### config.mk
export PLATFORM = sky130hd
export DESIGN_NAME = can_frame_deframer_top_flat
export DESIGN_NICKNAME = d
export VERILOG_FILES = /design/src/rtl/cfd_pkg.sv /design/src/rtl/cfd_if.sv /design/src/rtl/cfd_parser.sv /design/src/rtl/can_frame_deframer_top.sv /design/src/flat_wrapper.sv
export VERILOG_INCLUDE_DIRS = /design/src /design/src/rtl
export SDC_FILE = /design/constraint.sdc
export NUM_CORES = 1
export LEC_CHECK = 0
export ABC_AREA = 1
export BUFFER_PORTS_ARGS = -buffer_cell sky130_fd_sc_hd__buf_2
export CORE_ASPECT_RATIO = 1.75
export CORE_MARGIN = 5
export CORE_UTILIZATION = 45
export DETAILED_ROUTE_END_ITERATION = 8
export PLACE_DENSITY_LB_ADDON = 0.1
export REMOVE_ABC_BUFFERS = 1
export SYNTH_ARGS = -nofsm -noshare
export SYNTH_HDL_FRONTEND = slang
export SYNTH_SLANG_ARGS = --single-unit
### constraint.sdc
create_clock -name clock -period 6.6 [get_ports clock]
set_input_delay 1.32 -clock clock [delete_from_list [all_inputs] [get_ports clock]]
set_output_delay 1.32 -clock clock [all_outputs]
set_load 0.01 [all_outputs]
### src/rtl/assert_macros.svh
// assertion macros shared by the deframer rtl
`ifndef ASSERT_MACROS_SVH
`define ASSERT_MACROS_SVH

// checked only outside reset
`define CFD_ASSERT(lbl, clk, rst, prop, msg) \
   lbl: assert property (@(posedge clk) disable iff (rst) prop) else $error(msg);

// checked at every edge, reset included
`define CFD_ASSERT_ALWAYS(lbl, clk, prop, msg) \
   lbl: assert property (@(posedge clk) prop) else $error(msg);

`endif

### src/rtl/cfd_pkg.sv
// package with constants and types of the frame deframer
package cfd_pkg;

   localparam logic [8:0] HDR_STD   = 9'd4;
   localparam logic [8:0] HDR_EXT   = 9'd6;
   localparam logic [8:0] CYC_BYTES = 9'd2;
   localparam int         BYTE_BITS = 8;

   localparam logic ITEM_DATA = 1'b0;
   localparam logic ITEM_DONE = 1'b1;

   typedef struct packed {
      logic        item_type;
      logic        is_extended;
      logic [31:0] frame_id;
      logic [7:0]  data_length;
      logic [7:0]  byte_index;
      logic [7:0]  data_byte;
      logic [15:0] cyclic_value;
   } cfd_result_type;

endpackage

### src/rtl/cfd_if.sv
// valid/ready channel interfaces for received bytes and deframed results
interface cfd_req_if;
   logic       valid;
   logic       ready;
   logic [7:0] rx_byte;

   modport source (output valid, output rx_byte, input ready);
   modport sink   (input valid, input rx_byte, output ready);
endinterface

interface cfd_rsp_if;
   logic        valid;
   logic        ready;
   logic        item_type;
   logic        is_extended;
   logic [31:0] frame_id;
   logic [7:0]  data_length;
   logic [7:0]  byte_index;
   logic [7:0]  data_byte;
   logic [15:0] cyclic_value;

   modport source (output valid, output item_type, output is_extended, output frame_id,
                   output data_length, output byte_index, output data_byte,
                   output cyclic_value, input ready);
   modport sink   (input valid, input item_type, input is_extended, input frame_id,
                   input data_length, input byte_index, input data_byte,
                   input cyclic_value, output ready);
endinterface

### src/rtl/cfd_parser.sv
// position-driven frame parser: state registers and per-byte decode
module cfd_parser (
   input  logic                    clock,
   input  logic                    reset,
   input  logic                    step,
   input  logic [7:0]              rx_byte,
   output logic                    emit,
   output cfd_pkg::cfd_result_type result
);

   logic [8:0]  pos_ff, pos_in;
   logic        ext_ff, ext_in;
   logic [31:0] id_ff, id_in;
   logic [7:0]  len_ff, len_in;
   logic [7:0]  cyc_ff, cyc_in;

   logic [8:0]  hdr;
   logic [8:0]  data_end;
   logic [8:0]  idx_full;

   always_comb begin
      hdr      = ext_ff ? cfd_pkg::HDR_EXT : cfd_pkg::HDR_STD;
      data_end = hdr + {1'b0, len_ff};
      idx_full = pos_ff - hdr;

      pos_in = pos_ff;
      ext_in = ext_ff;
      id_in  = id_ff;
      len_in = len_ff;
      cyc_in = cyc_ff;
      emit   = 1'b0;

      result.item_type    = cfd_pkg::ITEM_DATA;
      result.is_extended  = ext_ff;
      result.frame_id     = id_ff;
      result.data_length  = len_ff;
      result.byte_index   = idx_full[7:0];
      result.data_byte    = rx_byte;
      result.cyclic_value = 16'd0;

      if (pos_ff == 9'd0) begin
         ext_in = (rx_byte != 8'd0);
         id_in  = 32'd0;
         len_in = 8'd0;
         cyc_in = 8'd0;
         pos_in = 9'd1;
      end else if (pos_ff < hdr - 9'd1) begin
         id_in  = (id_ff << cfd_pkg::BYTE_BITS) | {24'd0, rx_byte};
         pos_in = pos_ff + 9'd1;
      end else if (pos_ff == hdr - 9'd1) begin
         len_in = rx_byte;
         pos_in = pos_ff + 9'd1;
      end else if (pos_ff < data_end) begin
         emit   = 1'b1;
         pos_in = pos_ff + 9'd1;
      end else if (pos_ff < data_end + cfd_pkg::CYC_BYTES - 9'd1) begin
         cyc_in = rx_byte;
         pos_in = pos_ff + 9'd1;
      end else begin
         emit                = 1'b1;
         result.item_type    = cfd_pkg::ITEM_DONE;
         result.byte_index   = 8'd0;
         result.data_byte    = 8'd0;
         result.cyclic_value = {cyc_ff, rx_byte};
         pos_in              = 9'd0;
      end
   end

   always_ff @(posedge clock) begin
      if (reset) begin
         pos_ff <= 9'd0;
         ext_ff <= 1'b0;
         id_ff  <= 32'd0;
         len_ff <= 8'd0;
         cyc_ff <= 8'd0;
      end else if (step) begin
         pos_ff <= pos_in;
         ext_ff <= ext_in;
         id_ff  <= id_in;
         len_ff <= len_in;
         cyc_ff <= cyc_in;
      end
   end

endmodule

### src/rtl/can_frame_deframer_top.sv
// top level of the frame deframer: input register, parser and result register
//
// req_bus carries one received serial byte per beat; rsp_bus carries one
// deframed result per beat: a data-byte result for every byte of the data
// field, and a frame-done result with identifier, format, length and the
// trailing cyclic value on the last byte of each frame. Header bytes and
// the first cyclic byte give no result.
// A byte accepted into the input register is decoded by the parser into
// the result register, which offers its result beat; while the receiver
// stalls, the byte waits in the input register. Throughput: one byte per
// cycle unless the receiver stalls, as the parser decode is combinational.
// Reset clears both stage valids and restarts the parser at byte zero.
// When the receiver stalls, the result register holds its beat; the input
// register takes one more byte only if it is empty, and req_bus.ready then
// stays low until the result beat is taken.
`include "assert_macros.svh"

module can_frame_deframer_top (
   input logic     clock,
   input logic     reset,
   cfd_req_if.sink   req_bus,
   cfd_rsp_if.source rsp_bus
);

   logic                    in_valid_ff, in_valid_in;
   logic [7:0]              in_byte_ff, in_byte_in;
   logic                    out_valid_ff, out_valid_in;
   cfd_pkg::cfd_result_type out_ff, out_in;

   logic                    advance;
   logic                    step;
   logic                    emit;
   cfd_pkg::cfd_result_type result;

   assign advance       = !out_valid_ff || rsp_bus.ready;
   assign step          = in_valid_ff && advance;
   assign req_bus.ready = !in_valid_ff || advance;

   cfd_parser u_parser (
      .clock   (clock),
      .reset   (reset),
      .step    (step),
      .rx_byte (in_byte_ff),
      .emit    (emit),
      .result  (result)
   );

   always_comb begin
      in_valid_in  = in_valid_ff;
      in_byte_in   = in_byte_ff;
      out_valid_in = out_valid_ff;
      out_in       = out_ff;
      if (req_bus.ready) begin
         in_valid_in = req_bus.valid;
         in_byte_in  = req_bus.rx_byte;
      end
      if (advance) begin
         out_valid_in = step && emit;
         out_in       = result;
      end
   end

   always_ff @(posedge clock) begin
      if (reset) begin
         in_valid_ff  <= 1'b0;
         out_valid_ff <= 1'b0;
      end else begin
         in_valid_ff  <= in_valid_in;
         out_valid_ff <= out_valid_in;
      end
   end

   always_ff @(posedge clock) begin
      in_byte_ff <= in_byte_in;
      out_ff     <= out_in;
   end

   assign rsp_bus.valid        = out_valid_ff;
   assign rsp_bus.item_type    = out_ff.item_type;
   assign rsp_bus.is_extended  = out_ff.is_extended;
   assign rsp_bus.frame_id     = out_ff.frame_id;
   assign rsp_bus.data_length  = out_ff.data_length;
   assign rsp_bus.byte_index   = out_ff.byte_index;
   assign rsp_bus.data_byte    = out_ff.data_byte;
   assign rsp_bus.cyclic_value = out_ff.cyclic_value;

   `CFD_ASSERT(a_stall_only_when_full, clock, reset,
      !req_bus.ready |-> (in_valid_ff && out_valid_ff), "input stalled while a stage is free")
   `CFD_ASSERT_ALWAYS(a_reset_clears, clock,
      $past(reset) |-> (!in_valid_ff && !out_valid_ff), "stage valid survived reset")
   `CFD_ASSERT(a_emit_lands, clock, reset,
      (step && emit) |=> out_valid_ff, "parser result dropped")
   `CFD_ASSERT(a_done_clean, clock, reset,
      (out_valid_ff && out_ff.item_type == cfd_pkg::ITEM_DONE) |->
      (out_ff.byte_index == 8'd0 && out_ff.data_byte == 8'd0),
      "frame-done beat carries data fields")

endmodule
### src/flat_wrapper.sv
// flat-port wrapper written by rule: the top's interface ports become plain ports
module can_frame_deframer_top_flat 
  (clock, reset, req_bus_valid, req_bus_rx_byte, req_bus_ready, rsp_bus_valid, rsp_bus_item_type, rsp_bus_is_extended, rsp_bus_frame_id, rsp_bus_data_length, rsp_bus_byte_index, rsp_bus_data_byte, rsp_bus_cyclic_value, rsp_bus_ready);
  cfd_req_if req_bus_i ();
  cfd_rsp_if rsp_bus_i ();
  input logic clock;
  input logic reset;
  input wire logic [$bits(req_bus_i.valid)-1:0] req_bus_valid;
  input wire logic [$bits(req_bus_i.rx_byte)-1:0] req_bus_rx_byte;
  output wire logic [$bits(req_bus_i.ready)-1:0] req_bus_ready;
  output wire logic [$bits(rsp_bus_i.valid)-1:0] rsp_bus_valid;
  output wire logic [$bits(rsp_bus_i.item_type)-1:0] rsp_bus_item_type;
  output wire logic [$bits(rsp_bus_i.is_extended)-1:0] rsp_bus_is_extended;
  output wire logic [$bits(rsp_bus_i.frame_id)-1:0] rsp_bus_frame_id;
  output wire logic [$bits(rsp_bus_i.data_length)-1:0] rsp_bus_data_length;
  output wire logic [$bits(rsp_bus_i.byte_index)-1:0] rsp_bus_byte_index;
  output wire logic [$bits(rsp_bus_i.data_byte)-1:0] rsp_bus_data_byte;
  output wire logic [$bits(rsp_bus_i.cyclic_value)-1:0] rsp_bus_cyclic_value;
  input wire logic [$bits(rsp_bus_i.ready)-1:0] rsp_bus_ready;
  assign req_bus_i.valid = req_bus_valid;
  assign req_bus_i.rx_byte = req_bus_rx_byte;
  assign req_bus_ready = req_bus_i.ready;
  assign rsp_bus_valid = rsp_bus_i.valid;
  assign rsp_bus_item_type = rsp_bus_i.item_type;
  assign rsp_bus_is_extended = rsp_bus_i.is_extended;
  assign rsp_bus_frame_id = rsp_bus_i.frame_id;
  assign rsp_bus_data_length = rsp_bus_i.data_length;
  assign rsp_bus_byte_index = rsp_bus_i.byte_index;
  assign rsp_bus_data_byte = rsp_bus_i.data_byte;
  assign rsp_bus_cyclic_value = rsp_bus_i.cyclic_value;
  assign rsp_bus_i.ready = rsp_bus_ready;
  can_frame_deframer_top u_core (.clock(clock), .reset(reset), .req_bus(req_bus_i), .rsp_bus(rsp_bus_i));
endmodule
# [Word-level counts from Yosys, hierarchy flattened]
# Index checks and enable logic that the tools add are counted.
[word_totals] word_cells=72 ff_bits=142
[classes] n_addsub=6 n_lt_le_gt_ge=3 n_eq_ne=4 mux=26 bitwise=1 n_reduce_logical=17
[ops] op="2-to-1 mux 32 bit" count=7
[ops] op="2-to-1 mux 8 bit" count=8
[ops] op="2-to-1 mux 9 bit" count=5
[ops] op="bitwise OR 32 x 8 -> 32 bit" count=1
[ops] op="< comparator 9 bit" count=3
[ops] op="subtractor 9 x 1 -> 9 bit, second input constant" count=2
[ops] op="adder 9 x 1 -> 9 bit, second input constant" count=1
[ops] op="adder 9 x 2 -> 9 bit, second input constant" count=1
[ops] op="adder 9 x 8 -> 9 bit" count=1
[ops] op="== test 9 bit" count=1
[ops] op="logical NOT 9 bit" count=1
[ops] op="nonzero test 8 bit" count=1
[ops] op="subtractor 8 bit" count=1
[ops] op="!= test 2 bit, second input constant" count=3
[ops] op="nonzero test 2 bit" count=3
[ops] op="2-to-1 mux 1 bit" count=5
[ops] op="AND reduction 5 bit" count=1
[ops] op="OR reduction 5 bit" count=1
[ops] op="AND reduction 2 bit" count=2
[ops] op="OR reduction 4 bit" count=1
[ops] op="AND reduction 3 bit" count=1
[ops] op="logical AND 1 bit" count=2
[ops] op="logical NOT 1 bit" count=2
[ops] op="logical OR 1 bit" count=2
[ops] op="2-to-1 mux 2 bit" count=1

# [Longest topological paths before layout]
[depth] ltp_word=11 ltp_mapped=20 depth_no_buf=20

# [By module]
# A second synthesis with hierarchy kept.
[unflattened] hier_cells=601 hier_area_um2=6133.4
[modules_own_cells] mod="cfd_parser" instances=1 area_each_um2=3584.7 seq_area_each_um2=1161.1 cells_per_inst=509
[modules_own_cells] mod="can_frame_deframer_top" instances=1 area_each_um2=2548.7 seq_area_each_um2=2502.4 cells_per_inst=92

# [Worst setup path after synthesis]
# OpenSTA, ideal clock, no wires.
[synth_timing] path_type="in2reg" startpoint="input rsp_bus_ready" endpoint="register u_core.u_parser.cyc_ff[0]" setup_slack_ns=2.075 arrival_ns=4.392 path_stages=7 required_time_ns=6.468 path_buffers=0 cell_sequence="inv_1 -> nand2_1 -> nand2_1 -> nor3_4 -> nand3_1 -> nand3_1 -> a21oi_1"
[synth_via] elab_chain_cells=3
[synth_rtl] item="start, declared" line="flat_wrapper.sv:19" rtl="input wire logic [$bits(rsp_bus_i.ready)-1:0] rsp_bus_ready;"
[synth_rtl] item="logical OR 1 bit" line="can_frame_deframer_top.sv:35" rtl="assign advance = !out_valid_ff || rsp_bus.ready;"
[synth_rtl] item="logical AND 1 bit" line="can_frame_deframer_top.sv:36" rtl="assign step = in_valid_ff && advance;"
[synth_rtl] item="AND reduction 5 bit (no source line)"
[synth_rtl] item="end signal, assigned" line="cfd_parser.sv:81" rtl="cyc_ff <= cyc_in;"
[synth_rtl] item="end, declared" line="cfd_parser.sv:15" rtl="logic [7:0] cyc_ff, cyc_in;"
# No other way between the ends.
# A chain may end at the register's enable or synchronous reset.

# [Final worst setup path]
[layout_timing] startpoint="register u_core.u_parser.ext_ff" endpoint="register u_core.u_parser.cyc_ff[2]"
[layout_via] elab_chain_cells=7
[layout_rtl] item="start, declared" line="cfd_parser.sv:12" rtl="logic ext_ff, ext_in;"
[layout_rtl] item="start signal, assigned" line="cfd_parser.sv:78" rtl="ext_ff <= ext_in;"
[layout_rtl] item="2-to-1 mux 2 bit *" line="cfd_parser.sv:22" rtl="hdr = ext_ff ? cfd_pkg::HDR_EXT : cfd_pkg::HDR_STD;"
[layout_rtl] item="adder 9 x 8 -> 9 bit" line="cfd_parser.sv:23" rtl="data_end = hdr + {1'b0, len_ff};"
[layout_rtl] item="adder 9 x 2 -> 9 bit" line="cfd_parser.sv:56" rtl="end else if (pos_ff < data_end + cfd_pkg::CYC_BYTES - 9'd1) begin"
[layout_rtl] item="subtractor 9 x 1 -> 9 bit" line="cfd_parser.sv:56"
[layout_rtl] item="< comparator 9 bit" line="cfd_parser.sv:56"
[layout_rtl] item="nonzero test 2 bit (no source line)"
[layout_rtl] item="AND reduction 5 bit (no source line) *"
# Mark *: on every way between the ends. The rest lies on a longest branch, timed or not.

==> metrics.md <==
| Metric | Value |
|---|---|
| Most common flop cell mapped by yosys | edfxtp_1 |
| Max cap viols | 0 |
| DP Cell Count | roughly 860 |
| Place WS | about 2500 ps |
| Hold Path Depth | 0 |
| Cells after synthesis | approximately 610 |
| RR Startpoint | u_core.u_parser.ext_ff |
| Slew Viols, Final | 0 |
| Post-CTS Setup Bufs | 0 |
| Worst Reg2Reg Path Length in Cells | 19 |
| Slew HR | 0.343 |
| GP Congestion | between 0.8 and 0.9 |
| Yosys top cell area share | 0.408 |
| Maximum vdd drop | between 150 and 200 uV |
| Reg-to-Reg End | u_core.u_parser.cyc_ff[2] |
| GR Util met3 | 0.0380 |
| Cts-stage hold buffer count | 0 |
| Vias in the first global route | 4213 |
| Synth-to-Final Area Change | 20.0% |
| Hpwl dp | between 9000 and 10000 um |
| Final min period | 3850 ps |
| Met2 Use GR | 0.321 |
| Most frequent cell after synthesis | nand2_1 |
| Fraction of layout cells with a size suffix above 1 | 0.188 |
| Crit path max fanout | 10 |
| Vias/cell | ~4.8 |
| CTS Sinks | around 140 |
| DR vias | roughly 4.3k |
| RSZ-0062 raised after global routing | false |
| Worst path most repeated cell | nand2_1 |
| Synth top area cells | edfxtp_1 (41%), dfxtp_1 (20%), nand2_1 (9.5%) |
| Total gr overflow | 0 |
| Setup Skew | between 5 and 6 ps |
| Area of the mapped netlist | ~6000 sq um |
| Die Y | approximately 160 um |
| CORE AREA | about 13000 sq um |
| WP depth | 19 |
| Crit path arrival time | 4180 ps |
| First-pass GRT wire length | approximately 21000 um |
| DRT iter0 DRCs | 187 |
| DRT Pass-1 Iters | 4 |
| Initial Utilization | 0.453 |
| Placement Cell Area | roughly 6600 sq um |
| CTS root buffer | clkbuf_16 |
| Die area | between 15000 and 20000 sq um |
| Fin. Hold Viols | 0 |
| Post-route ant nets | 0 |
| Met1 Use GR | 0.176 |
| Hold endpoint | u_core.rsp_bus.frame_id[25] |
| Setup CP Type | reg -> reg |
| #FFs+latches synth | between 100 and 150 |
| Leak pwr | between 0.003 and 0.004 uW |
| Worst setup EP type | register |
| Worst hold slack | roughly 430 ps |
| Critical path origin | u_core.u_parser.ext_ff |
| Yosys top cell by area | edfxtp_1 |
| Post-synth cell types | 31 |
| Die Width | between 90 and 100 um |
| N_diodes | 0 |
| Worst min-delay path class | reg -> reg |
| Antenna violations before repair | 0 |
| Layout Nets | 740 |
| Final worst slack | about 2800 ps |
| Delay-heaviest family, CP | simple AND/OR/NAND/NOR gates |
| Worst Max-Slew Pin Slew | about 990 ps |
| Number of flops mapped to enable cells by yosys | 82 |
| Pwr dens | between 200 and 300 nW/um^2 |
| Global-route usage over all layers | 0.167 |
| Skew-Pair Late Insertion Delay | approximately 400 ps |
| Setup_tns | 0 ps |
| DRC viols | 0 |
| Sequential share of the synthesized area | 0.608 |
| Fill count | 1242 |
| Slowest cell on the critical path | dfxtp_1 |
| Reg2Reg Setup Slack | 2750 ps |
| Async SR Flop Fraction | 0 |
| Status | finished clean |
| Worst Path Buf+Inv | 3 |
| H-tree depth | 4 |
| Fin cells | 891 |
| Critical hold path startpoint | u_core.u_parser.id_ff[25] |
| Largest net degree at the start of global routing | 77 |
| CTS tree | yes |
| Yosys warns | 0 |
| CP cell instances | ha_1 > inv_1 > ha_1 > inv_1 > nand2_1 > o21bai_1 > nand2_1 > nor3_1 > nand2_1 > o21a_1 > ha_1 > nand2_1 > nor2_1 > o211ai_1 > nand3_1 > clkinv_1 > nand3_1 > nand3_1 > a21oi_1 |
| F_max | approximately 260 MHz |
| Syn avg cell area | 9.82 sq um |
| CP Launch Type | register |
| Most frequent cells after synthesis | nand2_1 (152), edfxtp_1 (82), inv_1 (78) |
| Final wirelength | about 13000 um |
| IO Port Bufs | just under 90 |
| Gr busiest metal | met2 |
| # resized after CTS | 0 |
| Req. time, crit path | 6940 ps |
| Cts bufs inserted | 17 |
| Non-Filler Cell Area, Final | between 7000 and 8000 sq um |
| Clock Tree Buf Depth | 2 |
| DR WL/cell | around 15 um |
| Clk slew on worst S/H paths | approximately 60 ps |
| Setup-failing EPs final | 0 |
| I/O pins | 88 |
| Row count | 56 |
| Final period utilization | 0.583 |
| Critical path's largest stage delay | roughly 470 ps |
-- sequential cells by signal, summed over array words and instances (netlist names) --
signal                       count
u_core.rsp_bus.valid             1
u_core.rsp_bus.data_length       8
u_core.rsp_bus.cyclic_value     16
u_core.rsp_bus.byte_index        8
u_core.rsp_bus.frame_id         32
u_core.rsp_bus.is_extended       1
u_core.rsp_bus.item_type         1
u_core.u_parser.pos_ff           9
u_core.u_parser.ext_ff           1
u_core.in_byte_ff                8
u_core.rsp_bus.data_byte         8
u_core.in_valid_ff               1
u_core.u_parser.cyc_ff           8
u_core.u_parser.id_ff           32
u_core.u_parser.len_ff           8
-- logic make-up after synthesis --
| kind of cell | Yosys count | share of synthesized area |
|---|---|---|
| buf+inv | 99 | 0.0670 |
| simple gates | 255 | 0.185 |
| compound gates | 77 | 0.0662 |
| flops | 142 | 0.608 |
| fa+ha+maj | 24 | 0.0498 |
| xor+xnor | 17 | 0.0247 |
-- power breakdown --
part           switching, uW  total [uW]  internal [uW]
combinational           37.6        53.2           15.6
sequential              7.41         947            939
clock                    396        1010            609
total                    441        2010           1560
-- cells in the final DEF, fill, tap and decap left out, drive strengths merged --
cell type	count
edfxtp	82
o21bai	1
nand2	153
dfxtp	60
nor3	10
nor4	3
ha	24
a21oi	66
o211ai	1
o21ai	7
inv	87
nand3	30
clkbuf	17
buf	90
clkinv	3
xor2	14
xnor2	3
nor2	45
bufinv	3
o21a	2
nand4	14
clkinvlp	2
-- metal layers --
metal,wire length [um],share of wire,vias to the layer above
met5,0,0,-
met4,293,0.022,0
met3,485,0.037,17
met2,7320,0.56,78
met1,5000,0.38,2007
li1,-,-,2206
-- stage by stage --
| stage | total power [uW] | util |
|---|---|---|
| 2_1_floorplan | 991 | - |
| 3_3_place_gp | 1020 | 0.497 |
| 3_5_place_dp | 1020 | 0.497 |
| 4_1_cts | 2020 | 0.544 |
| 5_1_grt | 2070 | 0.544 |
| 6_report | 2010 | 0.544 |
-- worst register-to-register path: stages, from the launching register on --
cell	delay, ps
dfxtp_1	470
ha_1	230
inv_1	50
ha_1	190
inv_1	80
nand2_1	100
o21bai_1	140
nand2_1	120
nor3_1	330
nand2_1	100
o21a_1	180
ha_1	280
nand2_1	70
nor2_1	230
o211ai_1	130
nand3_1	190
clkinv_1	280
nand3_1	350
nand3_1	130
a21oi_1	130
-- final cells by class --
| cell class | count | area [sq um] | share of cell area |
|---|---|---|---|
| well taps | 174 | 218 | 0.0301 |
| repair buffers | 90 | 458 | 0.0633 |
| flip-flops and latches | 142 | 3660 | 0.506 |
| clock inverters | 15 | 200 | 0.0277 |
| multi-input cells | 373 | 1970 | 0.272 |
| inverters | 80 | 300 | 0.0415 |
| clock buffers | 17 | 425 | 0.0588 |
-- worst max-delay path by stage --
stage / slack, ps / endpoint
global route: 2330 / u_core.u_parser.cyc_ff[1]
CTS: 2790 / u_core.u_parser.cyc_ff[1]
global placement: 2650 / u_core.u_parser.id_ff[11]
detailed placement: 2500 / u_core.u_parser.id_ff[11]
finish: 2750 / u_core.u_parser.cyc_ff[2]
floorplan: 1660 / u_core.u_parser.id_ff[11]
Power figures use the tool's default switching activity.
